===== src/rtl/glf_pkg.sv =====
package glf_pkg;

    localparam int unsigned BYTE_W  = 8;
    localparam int unsigned COUNT_W = 8;

    localparam logic [BYTE_W-1:0] CH_SEMI = 8'h3B;  // ';'
    localparam logic [BYTE_W-1:0] CH_G    = 8'h47;  // 'G'
    localparam logic [BYTE_W-1:0] CH_M    = 8'h4D;  // 'M'
    localparam logic [BYTE_W-1:0] CH_T    = 8'h54;  // 'T'
    localparam logic [BYTE_W-1:0] CH_CR   = 8'h0D;  // '\r'
    localparam logic [BYTE_W-1:0] CH_LF   = 8'h0A;  // '\n'

    // number of characters kept back from the line buffer size
    localparam int unsigned LINE_RESERVE = 2;

    typedef struct packed {
        logic [BYTE_W-1:0] out_byte;
        logic              byte_valid;
        logic              line_end;
        logic              line_discard;
        logic              file_done;
    } glf_result_t;

endpackage


===== src/rtl/glf_core.sv =====
module glf_core
    import glf_pkg::*;
#(
    parameter int unsigned MAX_LINE_CHARS = 96
)
(
    input  logic              clk,
    input  logic              rst_n,
    input  logic              accept,
    input  logic [BYTE_W-1:0] in_byte,
    input  logic              last_byte,
    output logic              res_valid,
    output glf_result_t       res
);

    localparam logic [COUNT_W-1:0] FULL_COUNT = COUNT_W'(MAX_LINE_CHARS - LINE_RESERVE);

    logic               in_comment_reg,     in_comment_next;
    logic               before_command_reg, before_command_next;
    logic [COUNT_W-1:0] char_count_reg,     char_count_next;

    logic               cmt_upd;
    logic               bc_upd;
    logic [COUNT_W-1:0] cnt_upd;
    logic               emit;
    logic               closed;
    logic               is_cmd_letter;

    always_comb
    begin
        cmt_upd       = in_comment_reg;
        bc_upd        = before_command_reg;
        cnt_upd       = char_count_reg;
        emit          = 1'b0;
        closed        = 1'b0;
        is_cmd_letter = (in_byte == CH_G) || (in_byte == CH_M) || (in_byte == CH_T);

        if (in_byte == CH_LF)
        begin
            emit    = (char_count_reg != '0);
            closed  = emit;
            cmt_upd = 1'b0;
            bc_upd  = 1'b1;
            cnt_upd = '0;
        end
        else if (char_count_reg >= FULL_COUNT)
        begin
            // line full: byte dropped
        end
        else if (in_byte == CH_SEMI)
        begin
            cmt_upd = 1'b1;
        end
        else
        begin
            if (is_cmd_letter)
            begin
                bc_upd = 1'b0;
            end
            if (!in_comment_reg && !bc_upd && (in_byte != CH_CR))
            begin
                emit    = 1'b1;
                cnt_upd = char_count_reg + COUNT_W'(1);
            end
        end

        res.out_byte     = emit ? (closed ? CH_LF : in_byte) : '0;
        res.byte_valid   = emit;
        res.line_end     = closed;
        res.line_discard = last_byte && (cnt_upd != '0);
        res.file_done    = last_byte;
        res_valid        = accept && (emit || last_byte);

        if (!accept)
        begin
            in_comment_next     = in_comment_reg;
            before_command_next = before_command_reg;
            char_count_next     = char_count_reg;
        end
        else if (last_byte)
        begin
            in_comment_next     = 1'b0;
            before_command_next = 1'b1;
            char_count_next     = '0;
        end
        else
        begin
            in_comment_next     = cmt_upd;
            before_command_next = bc_upd;
            char_count_next     = cnt_upd;
        end
    end

    always_ff @(posedge clk or negedge rst_n)
    begin
        if (!rst_n)
        begin
            in_comment_reg     <= 1'b0;
            before_command_reg <= 1'b1;
            char_count_reg     <= '0;
        end
        else
        begin
            in_comment_reg     <= in_comment_next;
            before_command_reg <= before_command_next;
            char_count_reg     <= char_count_next;
        end
    end

endmodule


===== src/rtl/glf_outbuf.sv =====
module glf_outbuf
    import glf_pkg::*;
(
    input  logic        clk,
    input  logic        rst_n,
    input  logic        wr_valid,
    input  glf_result_t wr_data,
    output logic        wr_ready,
    output logic        rd_valid,
    output glf_result_t rd_data,
    input  logic        rd_ready
);

    glf_result_t main_reg,       main_next;
    glf_result_t skid_reg,       skid_next;
    logic        main_valid_reg, main_valid_next;
    logic        skid_valid_reg, skid_valid_next;

    // ready only depends on the skid slot, so there is no combinational path from rd_ready
    assign wr_ready = !skid_valid_reg;
    assign rd_valid = main_valid_reg;
    assign rd_data  = main_reg;

    always_comb
    begin
        main_next       = main_reg;
        skid_next       = skid_reg;
        main_valid_next = main_valid_reg;
        skid_valid_next = skid_valid_reg;

        if (rd_ready || !main_valid_reg)
        begin
            if (skid_valid_reg)
            begin
                main_next       = skid_reg;
                main_valid_next = 1'b1;
                skid_valid_next = 1'b0;
            end
            else
            begin
                main_next       = wr_data;
                main_valid_next = wr_valid;
            end
        end
        else if (wr_valid)
        begin
            skid_next       = wr_data;
            skid_valid_next = 1'b1;
        end
    end

    always_ff @(posedge clk or negedge rst_n)
    begin
        if (!rst_n)
        begin
            main_valid_reg <= 1'b0;
            skid_valid_reg <= 1'b0;
        end
        else
        begin
            main_valid_reg <= main_valid_next;
            skid_valid_reg <= skid_valid_next;
        end
    end

    always_ff @(posedge clk)
    begin
        main_reg <= main_next;
        skid_reg <= skid_next;
    end

endmodule


===== src/rtl/gcode_line_filter.sv =====
// G-code line filter: takes one raw file byte per item on the slave stream and
// gives the kept command characters on the master stream. Leading text before
// the first G, M or T of a line, comments from ';', carriage returns and any
// character past MAX_LINE_CHARS-2 on a line are dropped; a newline closing a
// non-empty command comes out as '\n' with line_end set. The item carrying
// s_tlast always produces a result with m_tlast (file done) set, and
// line_discard set if a command was still open; the line state then returns
// to its reset values for the next file. Rate: one input item per cycle,
// sustained while s_tready is high; each result is registered in the output
// buffer before it is presented. The flag/count update is combinational, and a
// two-entry output buffer decouples the sides so s_tready drops only once two
// results are waiting on a stalled master.
module gcode_line_filter
    import glf_pkg::*;
#(
    parameter int unsigned MAX_LINE_CHARS = 96
)
(
    input  logic              clk,
    input  logic              rst_n,

    input  logic              s_tvalid,
    output logic              s_tready,
    input  logic [BYTE_W-1:0] s_tdata,   // [7:0] in_byte
    input  logic              s_tlast,   // last_byte

    output logic              m_tvalid,
    input  logic              m_tready,
    output logic [BYTE_W-1:0] m_tdata,   // [7:0] out_byte
    output logic [2:0]        m_tuser,   // [0] byte_valid, [1] line_end, [2] line_discard
    output logic              m_tlast    // file_done
);

    logic        accept;
    logic        res_valid;
    glf_result_t res;
    glf_result_t out_res;

    assign accept = s_tvalid && s_tready;

    // per-line flags and character count
    glf_core #(
        .MAX_LINE_CHARS (MAX_LINE_CHARS)
    ) u_core (
        .clk       (clk),
        .rst_n     (rst_n),
        .accept    (accept),
        .in_byte   (s_tdata),
        .last_byte (s_tlast),
        .res_valid (res_valid),
        .res       (res)
    );

    // result register plus skid slot
    glf_outbuf u_outbuf (
        .clk      (clk),
        .rst_n    (rst_n),
        .wr_valid (res_valid),
        .wr_data  (res),
        .wr_ready (s_tready),
        .rd_valid (m_tvalid),
        .rd_data  (out_res),
        .rd_ready (m_tready)
    );

    assign m_tdata = out_res.out_byte;
    assign m_tuser = {out_res.line_discard, out_res.line_end, out_res.byte_valid};
    assign m_tlast = out_res.file_done;

`ifndef SYNTH
    // a closed command always carries the newline character
    assert property (@(posedge clk) disable iff (!rst_n)
        (m_tvalid && m_tuser[1]) |-> (m_tuser[0] && (m_tdata == CH_LF)))
        else $error("line_end without newline");

    // discard only on the done item, never with a completed line
    assert property (@(posedge clk) disable iff (!rst_n)
        (m_tvalid && m_tuser[2]) |-> (m_tlast && !m_tuser[1]))
        else $error("line_discard outside file end");

    // a result that is neither a character nor a done mark must not appear
    assert property (@(posedge clk) disable iff (!rst_n)
        m_tvalid |-> (m_tuser[0] || m_tlast))
        else $error("empty result");

    // input stalls only while a result is waiting
    assert property (@(posedge clk) disable iff (!rst_n)
        !s_tready |-> m_tvalid)
        else $error("stalled with no pending result");
`endif

endmodule

===== config.mk =====
export PLATFORM = sky130hd
export DESIGN_NAME = gcode_line_filter
export DESIGN_NICKNAME = d
export VERILOG_FILES = /design/src/rtl/glf_pkg.sv /design/src/rtl/glf_core.sv /design/src/rtl/glf_outbuf.sv /design/src/rtl/gcode_line_filter.sv
export SDC_FILE = /design/constraint.sdc
export NUM_CORES = 1
export LEC_CHECK = 0
export BUFFER_PORTS_ARGS = -buffer_cell sky130_fd_sc_hd__buf_2
export CAP_MARGIN = 5
export CELL_PAD_IN_SITES_DETAIL_PLACEMENT = 0
export CELL_PAD_IN_SITES_GLOBAL_PLACEMENT = 1
export CORE_UTILIZATION = 48
export CTS_CLUSTER_DIAMETER = 60
export DETAILED_ROUTE_END_ITERATION = 16
export GPL_TIMING_DRIVEN = 0
export PLACE_DENSITY = 0.95
export SETUP_SLACK_MARGIN = 0.3
export SYNTH_ARGS = -nofsm -noshare
export SYNTH_HDL_FRONTEND = slang
export SYNTH_SLANG_ARGS = --single-unit
export TNS_END_PERCENT = 5

===== constraint.sdc =====
create_clock -name clk -period 4.1 [get_ports clk]
set_input_delay 0 -clock clk [delete_from_list [all_inputs] [get_ports clk]]
set_output_delay 0 -clock clk [all_outputs]
set_load 0.02 [all_outputs]

* Yosys cells after proc, flatten, opt, wreduce, memory -nomap -nowiden
Cells that the tools add are included.
** Storage, ports and cells
- Bits in registers :: 36
- Output and inout port bits :: 14
** Operators by class
- Add/subtract/negate cells :: 1
- $lt $le $gt $ge :: 1
- Eq/ne operators :: 8
- Mux-type cells :: 28
- Bitwise logic cells :: 1
- Reductions and logical operators :: 20
** Operators by type and width (number)
- 2-to-1 mux 8 bit :: 7
- equality test 8 x 7 -> 1 bit (second input constant) :: 3
- 2-to-1 mux 1 bit :: 20
- nonzero test 8 bit :: 2
- 2-to-1 mux 12 bit :: 1
- adder 8 x 1 -> 8 bit (second input constant) :: 1
- equality test 8 x 4 -> 1 bit (second input constant) :: 1
- equality test 8 x 6 -> 1 bit (second input constant) :: 1
- greater-or-equal comparator 8 x 7 -> 1 bit (second input constant) :: 1
- != test 8 x 4 -> 1 bit (second input constant) :: 1
- != test 3 x 2 -> 1 bit (second input constant) :: 2
- AND reduction 3 bit :: 2
- logical AND 1 bit :: 5
- logical NOT 1 bit :: 4
- logical OR 1 bit :: 4
- nonzero test 3 bit :: 1
- AND reduction 2 bit :: 1
- nonzero test 2 bit :: 1
- NOT 1 bit :: 1

* Depth between registers and ports, before layout
Gate-level depths: netlist (run 1).
- Word-level depth :: 18
- Gate-level depth with buffers :: 9
- Depth with buffers taken out :: 8

* By module
Synthesis (run 1) repeated with hierarchy kept, for this count alone.
** Second synthesis, totals
- Cells, all modules :: 151
- Area total of the unflattened synthesis :: 1880.6 µm²
** By module, submodules not included
- glf_outbuf :: times used 1, cells an instance 46, area each 975.9 µm², seq. area each 770.7 µm²
- glf_core :: times used 1, cells an instance 104, area each 898.4 µm², seq. area each 251.5 µm²
- gcode_line_filter :: times used 1, cells an instance 1, area each 6.3 µm², seq. area each 0.0 µm²

* Least setup slack after synthesis (run 1)
No wires, ideal clock.
- Path type :: register -> register
- Start point :: register u_core.char_count_reg[0]
- End point :: register u_outbuf.skid_reg[0] (netlist bit) (enable)
- Setup time :: 399 ps
- Arrival :: 2389 ps
- Slack :: 1312 ps
- Stages on the path, launching flop included :: 8
- Buffers on the path :: 0
- Cell sequence :: dfrtp_1 -> inv_1 -> ha_1 -> o211ai_1 -> o21ai_0 -> a31oi_1 -> a311o_1 -> nor3b_1
** Between the ends
- Longest elaborated chain between the ends :: 6
** Ends and longest elaborated chain
- start, declared :: line glf_core.sv:20 : logic [COUNT_W-1:0] char_count_reg, char_count_next;
- start signal, assigned :: line glf_core.sv:106 : char_count_reg <= char_count_next;
- greater-or-equal comparator 8 x 7 -> 1 bit :: line glf_core.sv:46 : else if (char_count_reg >= FULL_COUNT)
- 2-to-1 mux 1 bit :: line glf_core.sv:46
- 2-to-1 mux 1 bit * :: line glf_core.sv:38 : if (in_byte == CH_LF)
- logical OR 1 bit * :: line glf_core.sv:72 : res_valid = accept && (emit || last_byte);
- logical AND 1 bit * :: line glf_core.sv:72
- AND reduction 2 bit (no line) *
- end signal, assigned :: line glf_outbuf.sv:69 : skid_reg <= skid_next;
- end, declared :: line glf_outbuf.sv:15 : glf_result_t skid_reg, skid_next;
Mark *: on every way between the ends. The rest lies on a longest branch, timed or not.
A chain may end at the register's enable or synchronous reset.

* Worst setup path after layout (run 1)
- Start point :: register u_core.char_count_reg[0]
- End point :: register u_outbuf.skid_reg[1] (netlist bit) (enable)
The elaborated chain is that of the path after synthesis.

==> results of run 1 <==
[repair_timing]
action                                  CTS  global route
endpoints found under the setup margin    0             0
hold buffers                              3             0
gates resized for setup                   0             0
hold endpoints to repair                 14             0
[where the power goes]
group	internal (uW)	switching (uW)	leakage, uW
logic	34.2	64.2	0.000471
clock network	118	130	0.0000479
registers	411	5.98	0.000405
total	563	200	0.000924
[routing by layer]
metal / vias to the layer above / share of wire, % / global-route usage, %
met3: 10 / 5.8 / 6.07
met5: - / 0 / 0
met4: 0 / 2.2 / 10.6
met1: 688 / 44 / 26.9
li1: 676 / - / -
met2: 45 / 48 / 33.8
[synth_stat cells, types with 3 or more instances]
master and instances:
edfxtp_1 24, dfrtp_1 11, mux2_2 11, nor2_1 10
o21ai_0 10, nand2_1 9, and3_1 7, a21oi_1 6
a31oi_1 6, inv_1 5, nand3_1 5, nor3_1 4
ha_1 3, nand2b_1 3, nor2b_1 3
[worst paths after layout]
kind                       cells after the start                        end                 startpoint
setup / recovery                               7       u_outbuf.skid_reg[1]   u_core.char_count_reg[0]
hold / removal                                 5  u_core.before_command_reg                 s_tdata[5]
min in group asynchronous                      2          u_outbuf.rd_valid                      rst_n
hold reg to reg                                2  u_core.before_command_reg  u_core.before_command_reg
max in group asynchronous                      2  u_core.before_command_reg                      rst_n
setup reg to reg                               7       u_outbuf.skid_reg[1]   u_core.char_count_reg[0]
[cells by family after synthesis]
group	Yosys count	share of synthesized area (%)
AND/OR/NAND/NOR	59	18.6
AO/OA/AOI/OAI	36	13.1
flip-flops	36	55.2
multiplexers	11	6.69
buffers and inverters	10	2.57
XOR/XNOR	3	1.83
adder cells (fa/ha/maj)	3	2.03
[stage by stage]
stage / area [um2] / utilization [%] / worst slack, ns
after floorplan: 1850 / - / 1.31
after global placement: 2040 / 55.3 / 0.781
after detailed placement: 2050 / 55.5 / 1.30
after CTS: 2160 / 58.6 / 1.31
after global routing: 2160 / 58.6 / 1.08
final: 2160 / 58.6 / 1.33
[cell type report]
class                           instances  area [um2]
Fill cell                             330        1530
Sequential cell                        36        1020
Multi-Input combinational cell        112         786
Timing Repair Buffer                   29         160
Clock buffer                            5        68.8
Tap cell                               48        60.1
Buffer                                  5        28.8
Clock inverter                          3        18.8
Inverter                                5        18.8
[critical path, cell delays in order, from the launching register on]
cell      delay, ns
dfrtp_1        0.40
inv_1          0.10
ha_1           0.20
o211ai_1       0.14
o21ai_0        0.17
a31oi_1        0.37
a311o_1        0.26
nor3b_2        0.75
[layout by cell type (no fill, tap or decap), types with 3 or more instances in the layout]
cell,synthesis,layout
nand2_1,9,9
nor2b_1,3,3
dlygate4sd3_1,0,3
nor3_1,4,4
o21ai_0,10,10
and3_1,7,7
a31oi_1,6,6
a21oi_1,6,6
nand2b_1,3,3
ha_1,3,3
nand3_1,5,5
buf_2,2,28
nor2_1,10,10
dfrtp_1,11,11
mux2_2,11,11
clkbuf_8,0,5
edfxtp_1,24,24
inv_1,5,5
==> impl_metrics.toml, run 1 <==
[placed_design]
hpwl_mm = 2.88
globalplace.congestion = 0.957
io_buffer_count = 26
dpl.cell_count = 232

[logic_synthesis]
synth_top_area_share_pct = 38.9
synth_top_area_cell = "edfxtp_1"
yosysSeqAreaShare_pct = 55.2
synthArstFlopShare_pct = 33.3
synth_seq_cells = 36
synth.avg_cell_area_um2 = 11.7
yosys_warnings = 0
syn_nets = 174
synth_ff_type = "edfxtp_1"
netlist_area_um2 = 1850
yosysUniqueCellTypes = 47
synthCells = 158
synth_edf_count = 24
ys_top_cells_by_area = "edfxtp_1, dfrtp_1, mux2_2, o21ai_0, and3_1"

[sta]
fin_skew_ns = 0.00647
clock.fmax_mhz = 361
setup-tns-final_ns = 0
finalCriticalPeriod_ns = 2.77
tightest_slew_ns = 0.916
finalSetupViolCount = 0
rsz0062_at_grt = "false"
fin_hold_ws_ns = 0.0901
maxSlewViolCount = 0
max_slew_margin_pct = 38.6
hold_viol_final = 0
period_share_pct = 67.6

[cts]
cts_sinks = 36
postCtsSetupBuffers = 0
cts_root_buf = "clkbuf_8"
clock_latency_ns = 0.29
cts_tree = "done"
cts_buffers = 5
clockBufferDepth = 2
cts.clk_slew.worst_paths_ns = 0.07
htree_levels = 2

[global_route]
first_global_vias = 1398
grt_max_degree = 16
gr-total-overflow = 0
grt_pass1_wl_mm = 6.47
antenna_found_initial = 0
grt_usage_pct = 21.4

[worst_setup_path]
critical_path_arrival_ns = 2.68
endpoint_kind = "flip-flop"
r2r_setup_slack_ns = 1.33
path_class = "flip-flop to flip-flop"
critPathMaxFanout = 12
crit_path_start_kind = "flip-flop"
required_ns = 4.01

[floorplan]
dieArea_um2 = 4110
start_util_pct = 50.2
coreArea_um2 = 3690
die_y_um = 64.1
die_w_um = 64.1
rows = 22
io_pins = 27

[cells_and_area]
layout-drive-gt1-share_pct = 29.7
diodes = 0
fin_cells = 243
final_nets = 210
area_delta_synth_final_pct = 16.9

[detailed_routing]
wl_per_cell_um = 15.9
ant_nets = 0
drt_pass1_iterations = 4
post_drt_via_cell_ratio = 5.84
drc_errors = 0
drtIter0Drc = 126
vias = 1419
wl_mm = 3.87

[flow_run]
drv_cap = 0

[pwr]
ir_drop_v = 0.000186
p_leak_uw = 0.000924
power_density_nw_per_um2 = 353
power_uw = 763

[min_path]
hp-class = "input pin to flip-flop"

[outcome]
outcome = "finished, final reports clean"
No activity file was read; power rests on OpenSTA's default activity.
==> inputs of run 2 (changes only) <==
- ABC_AREA: default -> 1
- CORE_UTILIZATION: 48 -> 43
- PLACE_DENSITY: 0.95 -> 0.91
- clock period: 4.1 -> 2.8 ns (I/O delays scaled with it)
==> impl_metrics.toml, run 2 <==
[global_route]
gr-total-overflow = 0
first_global_vias = 1449
antenna_found_initial = 0
grt_pass1_wl_mm = 6.78
grt_max_degree = 16
grt_usage_pct = 17.9

[logic_synthesis]
synth.avg_cell_area_um2 = 8.87
yosys.area_share.xor_xnor_pct = 0
synth_top_family_by_area = "simple AND/OR/NAND/NOR gates"
synth_simple_gate_area_share_pct = 30.9
synth_ff_type = "edfxtp_1"
netlist_area_um2 = 1930
synth_fa_ha_area_share_pct = 1.94
syn_nets = 234
synth_top_area_cell = "edfxtp_1"
synthArstFlopShare_pct = 33.3
synth_seq_cells = 36
yosysSeqAreaShare_pct = 52.8
synthCells = 218
yosysUniqueCellTypes = 32
synth.most_common_cell = "nand2_1"
synth_mux_area_share_pct = 0
synth_edf_count = 24
synth_compound_area_share_pct = 8.28
synth_common_cells = "nand2_1, nor2_1, edfxtp_1"
ys_top_cells_by_area = "edfxtp_1, dfrtp_1, nand2_1, nor2_1, inv_1"
yosys_warnings = 0
synth_top_area_share_pct = 37.3

[detailed_routing]
wl_per_cell_um = 12.6
drt_pass1_iterations = 4
drc_errors = 0
post_drt_via_cell_ratio = 4.96
ant_nets = 0
wl_mm = 3.86
vias = 1519
drtIter0Drc = 163

[cts]
cts_sinks = 36
cts.clk_slew.worst_paths_ns = 0.08
cts_buffers = 5
cts_root_buf = "clkbuf_8"
htree_levels = 2
clockBufferDepth = 2
cts_tree = "done"
clock_latency_ns = 0.29
postCtsSetupBuffers = 0

[flow_run]
drv_cap = 0

[pwr]
power_density_nw_per_um2 = 541
ir_drop_v = 0.000255
p_leak_uw = 0.00104

[placed_design]
globalplace.congestion = 0.846
hpwl_mm = 2.93
io_buffer_count = 26
pre_cts_ws_ns = 0.109
dpl_cell_area_um2 = 2130

[worst_setup_path]
critPathMaxFanout = 12
critPathMaxStageDelay_ns = 0.39
critical_path_arrival_ns = 2.17
r2r_setup_slack_ns = 0.58
r2r_start = "u_core.char_count_reg[0]"
reg2reg_depth = 11
slowest_stage = "dfrtp_1"
path_class = "flip-flop to flip-flop"
cp_cell_sequence = "inv_1 > ha_1 > nor2_1 > nor2_1 > nand2_1 > nand2_2 > nor2_8 > nand3_4 > nand2_2 > o21ai_2 > nor2_4"
required_ns = 2.75
r2r-end = "u_outbuf.skid_reg[6]"
endpoint = "u_outbuf.skid_reg[6]"
critPathLaunch = "u_core.char_count_reg[0]"
crit_path_start_kind = "flip-flop"
endpoint_kind = "flip-flop"

[cells_and_area]
final_nets = 269
area_delta_synth_final_pct = 17.1
mostFrequentLayoutCell = "nand2_1"
layout_common_cells = "nand2_1, buf_2, nor2_1, edfxtp_1, inv_1"
diodes = 0
fillerInstances = 439
layout-drive-gt1-share_pct = 24.0
stdcell_area_um2 = 2260
fin_util_pct = 52.4

[sta]
clock.fmax_mhz = 450
rsz0062_at_grt = "false"
tightest_slew_ns = 0.601
setup_ws_ns = 0.579
hold_viol_final = 0
maxSlewViolCount = 0
finalCriticalPeriod_ns = 2.22
period_share_pct = 79.3
fin_skew_ns = 0.00573
max_slew_margin_pct = 59.8
finalSetupViolCount = 0
setup-tns-final_ns = 0

[floorplan]
start_util_pct = 44.7
io_pins = 27
die_w_um = 69.1
die_y_um = 69.1
coreArea_um2 = 4320
rows = 24
dieArea_um2 = 4770

[outcome]
outcome = "finished, final reports clean"

[min_path]
hp-class = "input pin to flip-flop"
run 2: cell count changes in the layout (fill, tap and decap cells not counted), moves of 5 or more:
cell,delta
and3_1,-7
o21ai_0,-7
nand2_1,+55
nor2_1,+15
nand2_2,+5
mux2_2,-11
inv_2,+6
nor2_2,+5
inv_1,+13
o22ai_1,+7
nand3_1,+6
run 2: power breakdown:
part	leakage, uW	internal [uW]	switching [uW]	total (uW)
Clock	0.0000552	264	194	459
Sequential	0.000406	603	8.49	612
Combinational	0.000581	46.3	109	156
Total	0.00104	914	312	1230
run 2: critical path, delay by kind of cell, from the launching register on:
kind	cells	cell delay [ns]
buffers and inverters	1	0.11
flip-flops	1	0.39
adder cells (fa/ha/maj)	1	0.20
AO/OA/AOI/OAI	1	0.10
AND/OR/NAND/NOR	8	1.08
run 2: routing by layer:
| metal | wire [um] | part of all wire, % | track usage [%] |
|---|---|---|---|
| met1 | 1860 | 48 | 24.3 |
| met2 | 1810 | 47 | 28.5 |
| met3 | 146 | 3.8 | 3.65 |
| met4 | 45 | 1.2 | 6.58 |
| met5 | 0 | 0 | 0 |
run 2: how the worst min path moves through the flow:
stage,startpoint,end,slack [ns],cells after the start
3_3_place_gp,rst_n,u_outbuf.skid_valid_reg,-0.09,1
2_1_floorplan,rst_n,u_core.char_count_reg[0],-0.30,0
5_1_grt,s_tdata[1],u_outbuf.skid_reg[5],0.11,3
3_5_place_dp,rst_n,u_outbuf.rd_valid,-0.08,1
4_1_cts,s_tdata[1],u_outbuf.skid_reg[5],0.07,3
6_report,s_tdata[1],u_outbuf.skid_reg[5],0.07,3
run 2: cell type report:
type	count	area [um2]	share of cell area (%)
Timing Repair Buffer	28	150	6.63
Clock inverter	2	35.0	1.55
Clock buffer	6	72.6	3.20
Multi-Input combinational cell	153	803	35.5
Tap cell	52	65.1	2.87
Inverter	26	100	4.42
Sequential cell	36	1020	45.1
Buffer	3	16.3	0.718
run 2: metrics by stage:
step,hold WS (ns),std cells,total power (uW)
3_3_place_gp,-0.0911,296,772
5_1_grt,0.108,306,1260
4_1_cts,0.0703,306,1230
6_report,0.0735,306,1230
2_1_floorplan,-0.296,218,720
3_5_place_dp,-0.0847,296,777
run 2: logic make-up after synthesis:
logic type	Yosys count
buffers and inverters	29
adder cells (fa/ha/maj)	3
flip-flops	36
AND/OR/NAND/NOR	126
AO/OA/AOI/OAI	24
run 2: timing repair:
item                                   CTS  global route
endpoints found under the hold margin   13             0
gates resized for setup                  1             1
setup endpoints to repair               12            12
hold buffers                             2             0
==> inputs of run 3 (changes only) <==
- ABC_AREA: 1 -> 0
- CORE_UTILIZATION: 43 -> 45
- clock period: 2.8 -> 2.3 ns (I/O delays scaled with it)
==> impl_metrics.toml, run 3 (synthesis gave the netlist of run 1 again) <==
[cells_and_area]
layout_common_cells = "buf_2, edfxtp_1, mux2_2, dfrtp_1"
area_delta_synth_final_pct = 24.7
stdcell_area_um2 = 2310
final_nets = 216
diodes = 0
layout-drive-gt1-share_pct = 36.8
mostFrequentLayoutCell = "buf_2"

[sta]
period_share_pct = 101
fin_skew_ns = 0.00885
fin_hold_ws_ns = 0.109
clock.fmax_mhz = 430
hold_viol_final = 0
setup-tns-final_ns = -0.0274
rsz0062_at_grt = "true"
setup_ws_ns = -0.0274
tightest_slew_ns = 0.733
finalCriticalPeriod_ns = 2.33
maxSlewViolCount = 0
finalSetupViolCount = 1
max_slew_margin_pct = 51.1

[placed_design]
hpwl_mm = 2.93
io_buffer_count = 26
dpl_cell_area_um2 = 2060
globalplace.congestion = 0.891

[pwr]
power_density_nw_per_um2 = 641
p_leak_uw = 0.000979
ir_drop_v = 0.000294

[detailed_routing]
vias = 1438
drc_errors = 0
wl_per_cell_um = 17.0
post_drt_via_cell_ratio = 5.78
drtIter0Drc = 115
ant_nets = 0
drt_pass1_iterations = 4
wl_mm = 4.23

[global_route]
antenna_found_initial = 0
first_global_vias = 1473
grt_usage_pct = 22.1
grt_pass1_wl_mm = 7.02
grt_max_degree = 16
gr-total-overflow = 0

[flow_run]
drv_cap = 0

[floorplan]
coreArea_um2 = 3800
die_w_um = 66.1
rows = 22
die_y_um = 66.1
start_util_pct = 48.7
io_pins = 27
dieArea_um2 = 4370

[cts]
cts_buffers = 5
clock_latency_ns = 0.29
htree_levels = 2
clockBufferDepth = 2
cts_root_buf = "clkbuf_8"
cts_sinks = 36
cts.clk_slew.worst_paths_ns = 0.08
cts_tree = "done"

[worst_setup_path]
path_class = "flip-flop to flip-flop"
r2r-end = "u_outbuf.rd_data[1]"
crit_path_start_kind = "flip-flop"
critical_path_arrival_ns = 2.33
endpoint_kind = "flip-flop"
reg2reg_depth = 7
r2r_start = "u_core.char_count_reg[1]"
required_ns = 2.31
critPathMaxFanout = 5
r2r_setup_slack_ns = -0.03

[outcome]
violations = "negative setup slack"
outcome = "complete, but fails checks"

[min_path]
hp-class = "input pin to asynchronous set/reset pin"
## run 3: cell types whose count changed in the layout (fill, tap and decap cells not counted), moves of 7 or more
| cell | previous run | this run |
|---|---|---|
| nand2_1 | 64 | 9 |
| inv_1 | 18 | 4 |
| mux2_2 | 0 | 11 |
| o22ai_1 | 7 | 0 |
| nor2_1 | 25 | 9 |
| and3_1 | 0 | 7 |
## run 3: metal layers
| metal | GRT usage, % | share of wire [%] |
|---|---|---|
| met4 | 8.51 | 1.5 |
| met3 | 3.62 | 5.2 |
| met1 | 27.6 | 44 |
| met2 | 37.9 | 49 |
| met5 | 0 | 0 |
## run 3: cell type report
| cell class | instances | area [um2] |
|---|---|---|
| Sequential cell | 36 | 1020 |
| Timing Repair Buffer | 35 | 205 |
| Clock inverter | 2 | 35.0 |
| Clock buffer | 6 | 72.6 |
| Multi-Input combinational cell | 112 | 862 |
| Buffer | 5 | 30.0 |
| Fill cell | 319 | 1490 |
| Inverter | 5 | 18.8 |
| Tap cell | 48 | 60.1 |
## run 3: critical path: stages, from the launching register on
cell      delay, ns
dfrtp_2        0.45
ha_4           0.16
o211ai_1       0.25
o21ai_2        0.11
a31o_1         0.24
or4_1          0.49
a22oi_2        0.22
a31oi_1        0.11
## run 3: report_power, final
group | switching, uW | internal [uW] | total [uW]
clock network | 227 | 322 | 548
logic | 122 | 66.7 | 188
registers | 10.3 | 732 | 743
## run 3: what timing repair did
| action | in CTS | in global routing |
|---|---|---|
| setup buffers | 5 | 1 |
| setup endpoints to repair | 38 | 41 |
| pin swaps | 5 | 2 |
| hold buffers | 3 | 0 |
| resized for setup | 5 | 10 |
| hold endpoints to repair | 14 | 0 |
## run 3: how the worst max path moves through the flow
stage | startpoint | end | slack, ns | cells past startpoint
6_report | u_core.char_count_reg[1] | u_outbuf.rd_data[1] | -0.03 | 7
5_1_grt | u_core.char_count_reg[1] | u_outbuf.rd_data[1] | -0.11 | 7
4_1_cts | u_core.char_count_reg[1] | u_outbuf.rd_data[1] | -0.05 | 7
3_5_place_dp | u_core.char_count_reg[0] | u_outbuf.skid_reg[4] | -0.34 | 7
3_3_place_gp | u_core.char_count_reg[0] | u_outbuf.skid_reg[6] | -0.27 | 7
2_1_floorplan | u_core.char_count_reg[0] | u_outbuf.skid_reg[0] | 0.12 | 7
## run 3: per-stage QoR
| step | power, uW | setup WS [ns] | utilization, % | std cells |
|---|---|---|---|---|
| 6_report | 1480 | -0.0274 | 60.7 | 249 |
| 5_1_grt | 1530 | -0.115 | 60.7 | 249 |
| 4_1_cts | 1480 | -0.0530 | 59.5 | 248 |
| 3_5_place_dp | 933 | -0.340 | 54.3 | 232 |
| 3_3_place_gp | 927 | -0.268 | 54.3 | 232 |
| 2_1_floorplan | 863 | 0.119 | - | 158 |
